--- src/lfp_pkg.sv ---
package lfp_pkg;

   localparam int TABLE_DEPTH_DEF       = 64;
   localparam int LONG_LAG_DEF          = 55;
   localparam int SHORT_LAG_DEF         = 24;
   localparam int MOD_BITS_DEF          = 48;
   localparam int WORDS_PER_REQUEST_DEF = 4;

   localparam int WORD_W = 64;

   // multiplier of the fill recurrence
   localparam logic [WORD_W-1:0] FILL_MULT = 64'd6364136223846793005;

   // request kinds carried on tuser
   localparam logic CMD_SEED = 1'b0;
   localparam logic CMD_GEN  = 1'b1;

endpackage

--- src/lfp_table.sv ---
module lfp_table #(
   parameter int DEPTH  = lfp_pkg::TABLE_DEPTH_DEF,
   parameter int ADDR_W = $clog2(DEPTH)
) (
   input  logic                      clock,
   input  logic                      reset,
   input  logic                      wr_en,
   input  logic [ADDR_W-1:0]         wr_addr,
   input  logic [lfp_pkg::WORD_W-1:0] wr_data,
   input  logic [ADDR_W-1:0]         rd_addr_a,
   input  logic [ADDR_W-1:0]         rd_addr_b,
   output logic [lfp_pkg::WORD_W-1:0] rd_data_a,
   output logic [lfp_pkg::WORD_W-1:0] rd_data_b
);

   logic [lfp_pkg::WORD_W-1:0] table_mem [DEPTH];
   logic [DEPTH-1:0]           valid_ff;
   logic [lfp_pkg::WORD_W-1:0] data_a_ff;
   logic [lfp_pkg::WORD_W-1:0] data_b_ff;
   logic                       vld_a_ff;
   logic                       vld_b_ff;

   always_ff @(posedge clock) begin
      if (wr_en) begin
         table_mem[wr_addr] <= wr_data;
      end
      data_a_ff <= table_mem[rd_addr_a];
      data_b_ff <= table_mem[rd_addr_b];
   end

   // entries never written read as zero
   always_ff @(posedge clock) begin
      if (reset) begin
         valid_ff <= '0;
         vld_a_ff <= 1'b0;
         vld_b_ff <= 1'b0;
      end else begin
         if (wr_en) begin
            valid_ff[wr_addr] <= 1'b1;
         end
         vld_a_ff <= valid_ff[rd_addr_a];
         vld_b_ff <= valid_ff[rd_addr_b];
      end
   end

   assign rd_data_a = vld_a_ff ? data_a_ff : '0;
   assign rd_data_b = vld_b_ff ? data_b_ff : '0;

endmodule

--- config.mk ---
export PLATFORM = sky130hd
export DESIGN_NAME = lfp_table
export DESIGN_NICKNAME = d
export VERILOG_FILES = /design/src/lfp_pkg.sv /design/src/lfp_table.sv
export SDC_FILE = /design/constraint.sdc
export NUM_CORES = 2
export LEC_CHECK = 0
export ABC_CLOCK_PERIOD_IN_PS = 9400
export BUFFER_PORTS_ARGS = -buffer_cell sky130_fd_sc_hd__buf_4
export CORE_MARGIN = 3
export CORE_UTILIZATION = 45
export DETAILED_ROUTE_END_ITERATION = 7
export GPL_ROUTABILITY_DRIVEN = 0
export SYNTH_ARGS = -nofsm -noshare
export SYNTH_HDL_FRONTEND = slang
export SYNTH_SLANG_ARGS = --single-unit
--- constraint.sdc ---
create_clock -name clock -period 9.4 [get_ports clock]
set_clock_uncertainty 0.1 [all_clocks]
set_input_delay 0.94 -clock clock [delete_from_list [all_inputs] [get_ports clock]]
set_output_delay 0.94 -clock clock [all_outputs]
set_load 0.01 [all_outputs]
* Word-level counts from Yosys, hierarchy flattened
Memories as Yosys holds them, arrays and structs flattened. A register that Yosys moved wholly into a read port is not among the register bits.
Cells that the tools add are included.
Widths: inputs -> output; s select.
** Word-level totals
- Output and inout port bits :: 128
- Register bits :: 66
- Memories :: 1
- Bits in writable memories :: 4096
** Memories
- table_mem :: words 64, width 64, read ports 2, clocked after memory_dff 2, write ports 1, RTL line lfp_table.sv:16 : logic [lfp_pkg::WORD_W-1:0] table_mem [DEPTH];
** Cells by class
- Reduce and logical (&&, ||, !) cells :: 1
- Bitwise operators :: 1
- Mux-type cells :: 10
- $lt $le $gt $ge :: 4
** Operator list (number)
- $mux 64 :: 2
- $or 64x64->64 :: 1
- $lt 6x7->1 const B :: 3
- $bmux 1 s6 :: 2
- $demux 1 s6 :: 1
- $ge 6x1->1 const B :: 1
- $mux 1 :: 5
- $logic_and 1x1->1 :: 1

* Depth between registers and ports, before layout
- Word-level depth :: 5
- Mapped depth :: 10
- Mapped depth without buffers :: 5

* Worst setup path before layout
Ideal clock, no wire load.
- Kind :: input -> register
- Start :: in wr_addr[4]
- End :: mem table_mem[48][0] in the netlist's numbering (enable)
- Setup slack :: 2877 ps
- Arrival time :: 5856 ps
- Stages :: 4
- Path buffers :: 1
- Path through :: clkbuf_1 -> and3b_1 -> nand2_1 -> nor3_1
** RTL lines
- from (decl) :: RTL line lfp_table.sv:8 : input logic [ADDR_W-1:0] wr_addr,
- to (decl) :: RTL line lfp_table.sv:16
No word-level cell before the write port.

* Final worst setup path
- Start :: reg vld_a_ff
- End :: out rd_data_a[54] in the netlist's numbering
** On the way
- Longest elaborated chain between the ends :: 1
** RTL lines
- from (decl) :: RTL line lfp_table.sv:20 : logic vld_a_ff;
- from (signal assigned) :: RTL line lfp_table.sv:41 : vld_a_ff <= valid_ff[rd_addr_a];
- $mux 64 :: RTL line lfp_table.sv:46 : assign rd_data_a = vld_a_ff ? data_a_ff : '0;
- to (decl) :: RTL line lfp_table.sv:12 : output logic [lfp_pkg::WORD_W-1:0] rd_data_a,
No other way between the ends.

==> run metrics <==
Clock Pin Slew Worst Setup and Hold Paths around 60 ps; Synth async-reset ratio 0%; placed insts between 10000 and 15000; DRT iter0 DRCs roughly 17000; sequential cell area fraction in the yosys report 65.7%; Die H 661 um; DRC Markers 0; XOR/XNOR Fraction of Synth Area 0%; CTS tree yes; number of setup buffers added after CTS 0; status complete, no violations; clock buffer depth 4; clock sink count 4290; Period minus WS final 4280 ps; initial antenna violation count 55; mux contribution to synthesized area 29.4%; clock root cell clkbuf_16; Yosys top cell area share a little under two thirds; Unique masters post-synth 38; setup ws final just over 5000 ps; Post-synth top cells edfxtp_1 (4096), mux4_2 (2452), nor2_1 (313); first-pass GRT wire length 905000 um; Final Total Pwr 42.6 mW; Most used DFF post-synth edfxtp_1; Crit Path Class register to primary output; Worst IR Drop VDD 160 uV; # setup viols final 0; Crit. End Element primary output; vias in the first global route 108000; detailed-placement wirelength estimate roughly 360000 um; CTS Buf Count 450; Initial DRT Pass Iterations 6; critical path arrival 3240 ps; Hold Slack approximately 350 ps; total wire length between 600000 and 700000 um; post-synth top area cell edfxtp_1; Syn-to-layout area delta 12.4%; routed vias roughly 110k; Leak 67.1 nW; total grt overflow 0; final core utilization 51.0%; most frequent cell after synthesis edfxtp_1; post-route cell area 217000 um2; power per standard cell area 196 nW/um2; Req. time, crit path around 8400 ps; fin cells 15100; GRT Total Usage 30.2%; DR vias/cell slightly above 7; syn nets 8880; Die X-Extent around 660 um; layout cells sized above 1 about two fifths; input/output buffers 212; largest net degree at the start of global routing 115; Post-Synth Adder-Cell Area 0%; CTS Hold Buffers Added 0; FP Rows 239; final hold vios 0; Starting Density 45.4%; Slew headroom 4.92%; Ports 213; area of placed instances slightly above 200000 um2; Max Clk Rate 234 MHz; nets 9126; dpl ws 4380 ps; die area 437000 um2; Synth Register Bits ~4300; largest family of logic cells by synthesized area multiplexers; core area 426000 um2; setup TNS 0 ps; Critical Path Fanout Max 36; RSZ-0062 raised after global routing no; Clk Latency, worst-skew pair 1020 ps; Avg Synthesized Cell Area 22.0 um2; type of the worst min-delay path input pin to register; period utilization between 40 and 50%; Final ANT Viol Nets 0; post-synthesis compound-gate area fraction 1.38%; Post-Synth Simple-Gate Area under 10%; Resized Gates After CTS 0; Post-Synthesis Cells between 8000 and 9000; Max-Cap Viols 0; CP startpoint kind register; worst slew pin tran 1420 ps; Slew Limit Fails 0; per-cell routed wire length roughly 44 um; top post-synthesis cells by area edfxtp_1 (64%), mux4_2 (29%), dfxtp_1 (2.0%), mux2i_1 (0.83%), buf_2 (0.73%); Post-Syn Area 193000 um2; Yosys Warn Count 0; H-tree levels 5; EDFF count, synth 4096
## sequential cells by signal, indices dropped and copies added, names as in the netlist
signal	cells
valid_ff	64
data_b_ff	64
table_mem	4096
vld_a_ff	1
vld_b_ff	1
data_a_ff	64
## layout make-up
type	instances	area (um2)
diodes	46	115
clock buffers	597	12400
clock inverters	247	2520
fillers	33000	208000
inverters	3	18.8
multi-input cells	3795	63700
flip-flops and latches	4290	127000
well taps	5663	7090
repair buffers	501	4450
## cells by family after synthesis
logic type	after synthesis
AND/OR/NAND/NOR	759
multiplexers	2614
buffers and inverters	710
flip-flops	4290
AO/OA/AOI/OAI	422
## placed cells by master, fill, tap and decap left out, drive strengths merged, types with 18 or more instances in the layout
cell type	synthesis	routed
nor2	313	313
o221ai	110	110
bufinv	0	44
clkinv	0	176
clkinvlp	0	18
mux4	2452	2452
clkbuf	312	597
mux2i	160	160
dfxtp	194	194
nor3	235	235
nand2	28	28
diode	0	46
and2	134	134
edfxtp	4096	4096
a21oi	250	250
buf	395	501
## path summary, 6_finish.rpt
path                         from                end  slack, ps  cells past startpoint
setup reg to reg  table_mem[1][6]       data_b_ff[6]       6930                      5
hold / removal        wr_data[38]  table_mem[33][38]        350                      1
setup / recovery         vld_a_ff      rd_data_a[54]       5120                      3
hold reg to reg       valid_ff[4]        valid_ff[4]        390                      2
## critical path: stages (launching register included)
cell	delay [ps]
dfxtp_4	660
buf_4	680
and2_1	620
buf_4	230
## routing by layer
layer	global-route usage [%]	vias up	part of all wire (%)
met2	47.4	7409	48
met3	6.69	1311	11
met1	41.1	59500	36
met5	0	-	0.011
li1	-	39500	-
met4	12.7	10	4.7
## power by group
group,switching (mW),internal (mW)
Clock,7.65,10.5
Sequential,0.204,21.1
Combinational,1.80,1.35
Note: power is estimated with default switching activity, not from simulation.
